[src/hdl/ole_pkg.sv]
package ole_pkg;

  localparam int CNT_W     = 5;
  localparam int WORD_W    = 32;
  localparam int DEPTH_DEF = 16;

  localparam logic [CNT_W-1:0]  LIMIT_RST = 5'd16;
  localparam logic [WORD_W-1:0] MISS_WORD = 32'hFFFE_7961;

  typedef enum logic [1:0] {
    REQ_INSERT = 2'd0,
    REQ_DELETE = 2'd1,
    REQ_GET    = 2'd2,
    REQ_LOCATE = 2'd3
  } req_t;

  typedef struct packed {
    req_t               req_type;
    logic [CNT_W-1:0]   position;
    logic signed [31:0] value;
  } ole_in_t;

  typedef struct packed {
    logic               ok;
    logic signed [31:0] read_value;
    logic [CNT_W-1:0]   found_position;
    logic [CNT_W-1:0]   list_length;
    logic               is_empty;
    logic               is_full;
  } ole_out_t;

  typedef struct packed {
    logic              load;
    logic              ins;
    logic              del;
    logic              hit_pos;
    logic              loc;
    logic [CNT_W-1:0]  pos_m1;
    logic [CNT_W-1:0]  cnt;
    logic [WORD_W-1:0] value;
  } ole_cmd_t;

  typedef struct packed {
    logic              vld;
    logic [WORD_W-1:0] word;
    logic [CNT_W-1:0]  idx;
  } ole_col_t;

endpackage

[src/hdl/ole_cell.sv]
module ole_cell
  import ole_pkg::*;
#(
  parameter int DEPTH = DEPTH_DEF,
  parameter int IDX   = 0
) (
  input  logic              clk,
  input  logic              rst_n,
  input  ole_cmd_t          cmd,
  input  logic [WORD_W-1:0] below,
  input  logic [WORD_W-1:0] above,
  input  ole_col_t          col_in,
  output logic [WORD_W-1:0] word,
  output ole_col_t          col
);

  localparam int IW = ($clog2(DEPTH + 1) > CNT_W) ? $clog2(DEPTH + 1) : CNT_W;
  localparam logic [IW-1:0] ME  = IW'(IDX);
  localparam logic [IW-1:0] ME1 = IW'(IDX + 1);

  logic [IW-1:0]     pm;
  logic [IW-1:0]     cn;
  logic [WORD_W-1:0] word_r, word_nxt;
  ole_col_t          col_r, col_nxt;

  assign pm = IW'(cmd.pos_m1);
  assign cn = IW'(cmd.cnt);

  always_comb begin
    word_nxt = word_r;
    if (cmd.ins) begin
      if (ME == pm) begin
        word_nxt = cmd.value;
      end else if (ME > pm && ME <= cn) begin
        word_nxt = below;
      end
    end else if (cmd.del && ME >= pm && ME1 < cn) begin
      word_nxt = above;
    end
  end

  always_comb begin
    col_nxt = col_r;
    if (cmd.load) begin
      col_nxt.vld  = (cmd.hit_pos && ME == pm) ||
                     (cmd.loc && ME < cn && word_r == cmd.value);
      col_nxt.word = word_r;
      col_nxt.idx  = CNT_W'(IDX + 1);
    end else if (!col_r.vld) begin
      col_nxt = col_in;
    end
  end

  always_ff @(posedge clk) begin
    word_r <= word_nxt;
  end

  always_ff @(posedge clk) begin
    if (!rst_n) begin
      col_r.vld <= 1'b0;
    end else begin
      col_r <= col_nxt;
    end
  end

  assign word = word_r;
  assign col  = col_r;

endmodule

[src/hdl/ordered_list_engine.sv]
// channel  | ports                       | beat
// ---------+-----------------------------+-------------------------------------
// request  | in_valid, in_stall, in_data | req_type, position, value
// result   | out_valid, out_stall, out_data | ok, read_value, found_position,
//          |                             |   list_length, is_empty, is_full
// config   | cfg_we, cfg_wdata           | capacity_limit
//
// For a request, all cells shift and compare at the accept edge; then
// the hit travels down the cell chain to cell 0, one cell a cycle.
// Synchronous reset clears the length, the limit (to 16) and the handshakes.
// A stalled result is held in the output register; the next request may be
// accepted meanwhile, and its result waits until that register is free.
module ordered_list_engine
  import ole_pkg::*;
#(
  parameter int DEPTH = DEPTH_DEF
) (
  input  logic             clk,
  input  logic             rst_n,
  input  logic             cfg_we,
  input  logic [CNT_W-1:0] cfg_wdata,
  input  logic             in_valid,
  output logic             in_stall,
  input  ole_in_t          in_data,
  output logic             out_valid,
  input  logic             out_stall,
  output ole_out_t         out_data
);

  localparam int SW = $clog2(DEPTH);
  localparam logic [CNT_W:0]  DMAX     = (CNT_W + 1)'(DEPTH < 31 ? DEPTH : 31);
  localparam logic [SW-1:0]   SWP_LAST = SW'(DEPTH - 1);

  typedef enum logic [1:0] {
    ST_IDLE  = 2'b01,
    ST_SWEEP = 2'b10
  } ole_st_t;

  typedef struct packed {
    req_t             req;
    logic             ok;
    logic [CNT_W-1:0] cnt;
    logic             full;
  } ole_pend_t;

  ole_st_t          st_r, st_nxt;
  logic [SW-1:0]    swp_r, swp_nxt;
  logic [CNT_W-1:0] cap_r;
  logic [CNT_W-1:0] cnt_r, cnt_nxt;
  logic [CNT_W-1:0] eff;
  ole_pend_t        pend_r, pend_nxt;
  logic             out_valid_r;
  ole_out_t         out_r, out_nxt;

  logic             accept;
  logic             out_load;
  logic             pos_nz;
  logic             pos_ok;
  logic             ins_ok;
  logic             del_ok;
  logic             rd_ok;
  ole_cmd_t         cmd;
  ole_col_t         head;

  logic [WORD_W-1:0] word_w [DEPTH];
  ole_col_t          col_w  [DEPTH+1];

  assign eff = ({1'b0, cap_r} > DMAX) ? DMAX[CNT_W-1:0] : cap_r;

  assign in_stall = (st_r != ST_IDLE);
  assign accept   = in_valid && !in_stall;

  assign pos_nz = (in_data.position != '0);
  assign pos_ok = pos_nz && (in_data.position <= cnt_r);
  assign ins_ok = (in_data.req_type == REQ_INSERT) && pos_nz &&
                  ({1'b0, in_data.position} <= ({1'b0, cnt_r} + 1'b1)) &&
                  (cnt_r < eff);
  assign del_ok = (in_data.req_type == REQ_DELETE) && pos_ok;
  assign rd_ok  = ((in_data.req_type == REQ_DELETE) ||
                   (in_data.req_type == REQ_GET)) && pos_ok;

  always_comb begin
    cnt_nxt = cnt_r;
    if (accept && ins_ok) begin
      cnt_nxt = cnt_r + 1'b1;
    end else if (accept && del_ok) begin
      cnt_nxt = cnt_r - 1'b1;
    end
  end

  always_comb begin
    cmd.load    = accept;
    cmd.ins     = accept && ins_ok;
    cmd.del     = accept && del_ok;
    cmd.hit_pos = accept && rd_ok;
    cmd.loc     = accept && (in_data.req_type == REQ_LOCATE);
    cmd.pos_m1  = in_data.position - 1'b1;
    cmd.cnt     = cnt_r;
    cmd.value   = in_data.value;
  end

  assign col_w[DEPTH] = '0;

  for (genvar i = 0; i < DEPTH; i++) begin : g_cell
    ole_cell #(
      .DEPTH (DEPTH),
      .IDX   (i)
    ) u_cell (
      .clk    (clk),
      .rst_n  (rst_n),
      .cmd    (cmd),
      .below  ((i == 0) ? '0 : word_w[(i == 0) ? 0 : i - 1]),
      .above  ((i == DEPTH - 1) ? '0 : word_w[(i == DEPTH - 1) ? i : i + 1]),
      .col_in (col_w[i+1]),
      .word   (word_w[i]),
      .col    (col_w[i])
    );
  end

  assign head = col_w[0];

  always_comb begin
    pend_nxt = pend_r;
    if (accept) begin
      pend_nxt.req  = in_data.req_type;
      pend_nxt.ok   = ins_ok || rd_ok;
      pend_nxt.cnt  = cnt_nxt;
      pend_nxt.full = (cnt_nxt >= eff);
    end
  end

  assign out_load = (st_r == ST_SWEEP) && (swp_r == '0) && (!out_valid_r || !out_stall);

  always_comb begin
    st_nxt  = st_r;
    swp_nxt = swp_r;
    case (st_r)
      ST_IDLE: begin
        if (accept) begin
          st_nxt  = ST_SWEEP;
          swp_nxt = SWP_LAST;
        end
      end
      ST_SWEEP: begin
        if (swp_r != '0) begin
          swp_nxt = swp_r - 1'b1;
        end else if (out_load) begin
          st_nxt = ST_IDLE;
        end
      end
      default: begin
        st_nxt = ST_IDLE;
      end
    endcase
  end

  always_comb begin
    out_nxt                = '0;
    out_nxt.list_length    = pend_r.cnt;
    out_nxt.is_empty       = (pend_r.cnt == '0);
    out_nxt.is_full        = pend_r.full;
    case (pend_r.req)
      REQ_INSERT: begin
        out_nxt.ok = pend_r.ok;
      end
      REQ_DELETE: begin
        out_nxt.ok         = pend_r.ok;
        out_nxt.read_value = head.vld ? head.word : '0;
      end
      REQ_GET: begin
        out_nxt.ok         = pend_r.ok;
        out_nxt.read_value = head.vld ? head.word : MISS_WORD;
      end
      REQ_LOCATE: begin
        out_nxt.ok             = head.vld;
        out_nxt.found_position = head.vld ? head.idx : '0;
      end
      default: begin
        out_nxt.ok = 1'b0;
      end
    endcase
  end

  always_ff @(posedge clk) begin
    if (!rst_n) begin
      st_r        <= ST_IDLE;
      swp_r       <= '0;
      cap_r       <= LIMIT_RST;
      cnt_r       <= '0;
      out_valid_r <= 1'b0;
    end else begin
      st_r  <= st_nxt;
      swp_r <= swp_nxt;
      cnt_r <= cnt_nxt;
      if (cfg_we) begin
        cap_r <= cfg_wdata;
      end
      if (out_load) begin
        out_valid_r <= 1'b1;
      end else if (!out_stall) begin
        out_valid_r <= 1'b0;
      end
    end
  end

  always_ff @(posedge clk) begin
    pend_r <= pend_nxt;
    if (out_load) begin
      out_r <= out_nxt;
    end
  end

  assign out_valid = out_valid_r;
  assign out_data  = out_r;

endmodule

[config.mk]
export PLATFORM = sky130hd
export DESIGN_NAME = ordered_list_engine
export DESIGN_NICKNAME = d
export VERILOG_FILES = /design/src/hdl/ole_pkg.sv /design/src/hdl/ole_cell.sv /design/src/hdl/ordered_list_engine.sv
export SDC_FILE = /design/constraint.sdc
export NUM_CORES = 2
export LEC_CHECK = 0
export ABC_AREA = 1
export BUFFER_PORTS_ARGS = -buffer_cell sky130_fd_sc_hd__buf_2
export CELL_PAD_IN_SITES_DETAIL_PLACEMENT = 0
export CELL_PAD_IN_SITES_GLOBAL_PLACEMENT = 2
export CORE_MARGIN = 3
export CORE_UTILIZATION = 43
export DETAILED_ROUTE_END_ITERATION = 8
export PLACE_DENSITY_LB_ADDON = 0.1
export SYNTH_ARGS = -nofsm -noshare
export SYNTH_HDL_FRONTEND = slang
export SYNTH_SLANG_ARGS = --single-unit
[constraint.sdc]
create_clock -name clk -period 12.4 [get_ports clk]
set_input_delay 1.24 -clock clk [delete_from_list [all_inputs] [get_ports clk]]
set_output_delay 1.24 -clock clk [all_outputs]
set_load 0.1 [all_outputs]
==> flow_summary.rst <==
.. list-table::
   :header-rows: 1

   * - Metric
     - Value
   * - Status
     - finished, final reports clean
   * - Largest buffer count on any clock path
     - 3
   * - CP bufs+invs
     - 6
   * - Filler cell count
     - 14,320
   * - TritonCTS sink count
     - around 1,200
   * - Maximum clock frequency
     - 179.4 MHz
   * - Count of instances resized after the clock tree is built
     - 0
   * - List of cells traversed by the critical path
     - clkinv_1, ha_1, inv_1, ha_1, inv_1, o21bai_1, nand2_1, nand2_1, nand2_1, nand2_1, nand2_2, nand2_2, nor2_4, buf_4, buf_4, buf_12, o21ai_0
   * - Die width
     - slightly below 400 microns
   * - Register area share after synthesis
     - between 50% and 60%
   * - Static Leakage
     - 0.02742 uW
   * - Total of endpoints with negative setup slack in the final report
     - 0
   * - Drt first pass iters
     - 6
   * - Pin count of the biggest net entering global routing
     - approximately 240
   * - Total wire length after detailed routing
     - just under 200,000 microns
   * - Type of the setup path with the least slack
     - reg2reg
   * - First-pass GRT wire length
     - around 300,000 microns
   * - Delay contributed by the slowest stage of the critical path
     - 790 ps
   * - Vias in the first global route
     - between 40,000 and 50,000
   * - Nets@finish
     - approximately 7,200
   * - Total Routing Usage GR
     - 25.70%
   * - Cell area power density
     - 137.3 mW/mm^2
   * - Data required time at the worst endpoint
     - 12,860 ps
   * - H-tree levels
     - 4
   * - PnR Total Power
     - 9521 uW
   * - CTS tree
     - done
   * - Mean cell area of the mapped netlist
     - 8.681 sq um
   * - Hold violation count in the final report
     - 0
   * - Crit end category
     - flop
   * - Via Count
     - around 50,000
   * - Ratio of routed vias to standard cells
     - between 5 and 6
   * - Setup fix buffers added after clock tree synthesis
     - 0
   * - Relative slew slack
     - between 20% and 30%
   * - Input/output buffers
     - 95
   * - Flops & latches, synth
     - 1,180
   * - CP arrival
     - around 6000 ps
   * - Final critical-path setup slack
     - 6827 ps
   * - Post-route DRC violation count
     - 0
   * - Min Hold Slack
     - 419.9 ps
   * - Critical-path maximum fanout
     - approximately 240
   * - Slew Limit Fails
     - 0
   * - Min Tclk post-route
     - roughly 5600 ps
   * - Critical Path Most Common Cell
     - nand2_1
   * - Overall overflow remaining after global route
     - 0
   * - GP Congestion
     - roughly 0.85
   * - Utilization after layout
     - roughly 48%
   * - Critical Path Start Type
     - flop
   * - Share of the cycle needed by the critical path after routing
     - 44.94%
   * - Master of the slowest instance on the critical path
     - buf_12
   * - Setup repair after global routing missed its margin
     - false
   * - Top library cells by usage in the layout, fill and taps aside
     - 2,131 x nand2_1, 1,290 x o21ai_0, 1,147 x edfxtp_1
   * - Mapped cell area
     - roughly 0.063 sq mm
   * - Number of buffers inserted for hold repair after clock tree synthesis
     - 0
   * - Max Cap Violations
     - 0
   * - Fraction of layout instances using a drive strength above 1
     - about 6.6%
   * - Clock transition at path regs
     - about 60 ps
   * - Final setup TNS
     - 0 ps
   * - Area Overhead vs Synth
     - 9.460%
   * - Largest voltage drop on the vdd net
     - 0.1030 mV
   * - Chip height
     - 389.8 microns
   * - Post-Syn Nets
     - ~7,400
   * - Num rows
     - between 100 and 150
   * - CP top delay family
     - buffers and inverters
   * - Starting DRT DRC Count
     - approximately 4,100
   * - Class of the tightest hold or removal check
     - reg2reg
   * - Pin slew with the least headroom to its limit
     - ~1100 ps
   * - Synthesized instance count
     - ~7,300
   * - Clock latency at the later pin of the worst-skew pair
     - ~770 ps
   * - Total clock buffers created by CTS
     - 143
   * - Wire per inst
     - about 22 microns
   * - Number of antenna violations at the first check in global routing
     - 13
   * - Library cell used as clock root buffer
     - clkbuf_16
   * - Worst slack at placement
     - around 6500 ps
   * - Netlist cell types
     - 38
   * - DRT antenna net count
     - 0
   * - Initial Util
     - 43.41%
   * - Most common cell after layout, fill and taps aside
     - nand2_1
   * - Post-detailed-placement half-perimeter wirelength
     - around 140,000 microns
   * - YS warnings
     - 0
   * - Clock skew after layout
     - roughly 25 ps
   * - Area of the die
     - ~0.15 sq mm
   * - Placeable core region
     - 0.1459 sq mm
   * - I/O pin count
     - 96
## state kept, by name, indices dropped and copies added (netlist names)
name / flops
out_data: 45
swp_r: 4
cap_r: 5
cnt_r: 5
g_cell.u_cell.word: 512
st_r: 2
out_nxt: 6
pend_r: 3
out_valid: 1
g_cell.u_cell.col: 597
## synthesized netlist by cell type, drive strengths merged
master	n	area [sq um]
nand4	74	469.2
dfxtp	33	660.6
a31oi	2	12.51
buf	192	1320
nand3	620	3118
xnor2	278	2435
o21bai	3	22.52
clkinv	20	75.07
nand2	2139	8041
clkbuf	317	1192
xor2	4	35.03
edfxtp	1147	34440
nor3	7	35.03
or3	1	6.260
o21ai	1361	6812
o211ai	10	75.07
inv	635	2386
a21oi	78	390.4
nand3b	1	20.02
o41ai	1	8.760
nor2	328	1271
ha	34	425.4
o22ai	2	12.51
nor3b	10	75.07
## logic make-up (layout without fill, tap and decap cells)
| kind of cell | after synthesis | after routing | synth area share (%) |
|---|---|---|---|
| flip-flops | 1180 | 1180 | 55.42 |
| buffers and inverters | 1164 | 1123 | 7.852 |
| AND/OR/NAND/NOR | 3180 | 3180 | 20.58 |
| adder cells (fa/ha/maj) | 34 | 34 | 0.6716 |
| AO/OA/AOI/OAI | 1457 | 1457 | 11.58 |
| XOR/XNOR | 282 | 282 | 3.899 |
| other | 0 | 5 | 0 |
## layout make-up
type                    count  area, sq um  area share (%)
inverters                 655         2462           3.551
clock inverters            78        580.6          0.8373
diodes                      5        12.51         0.01805
multi-input cells        4953        23610           34.05
repair buffers            211         1384           1.996
flip-flops and latches   1180        35100           50.63
well taps                1917         2399           3.459
clock buffers             179         3787           5.463
## metal layers
layer | vias to the layer above | wire length, microns | global-route usage [%]
met2 | 1432 | 85880 | 38.93
met3 | 288 | 10980 | 3.440
li1 | 24080 | - | -
met1 | 22900 | 94480 | 38.08
met4 | 2 | 6132 | 8.400
met5 | - | 20 | 0
## where the power goes
group          internal [uW]  switching, uW
combinational            239            634
clock                   2270           1700
sequential              4610           63.9
## final timing paths
kind | startpoint | endpoint | slack [ps] | cells after the start
min | out_nxt[0]$_DFFE_PP_ | out_data[0]$_DFFE_PP_ | 420 | 0
max reg2reg | cnt_r[0]$_SDFF_PN0_ | g_cell[12].u_cell.word[9]$_DFFE_PP_ | 6830 | 17
max | cnt_r[0]$_SDFF_PN0_ | g_cell[12].u_cell.word[9]$_DFFE_PP_ | 6830 | 17
min reg2reg | out_nxt[0]$_DFFE_PP_ | out_data[0]$_DFFE_PP_ | 420 | 0
## worst reg2reg max path: stages (launching register included)
cell	delay, ps
dfxtp_1	640
clkinv_1	510
ha_1	480
inv_1	60
ha_1	280
inv_1	60
o21bai_1	50
nand2_1	60
nand2_1	40
nand2_1	50
nand2_1	60
nand2_2	110
nand2_2	100
nor2_4	150
buf_4	720
buf_4	770
buf_12	830
o21ai_0	310
## per-stage QoR
stage	area, sq um	cells
after global routing	69330	9177
final	69330	9178
after CTS	69320	9173
after floorplan	63340	7297
after global placement	64950	8916
after detailed placement	64950	8916
Note: power is estimated with default switching activity, not from simulation.
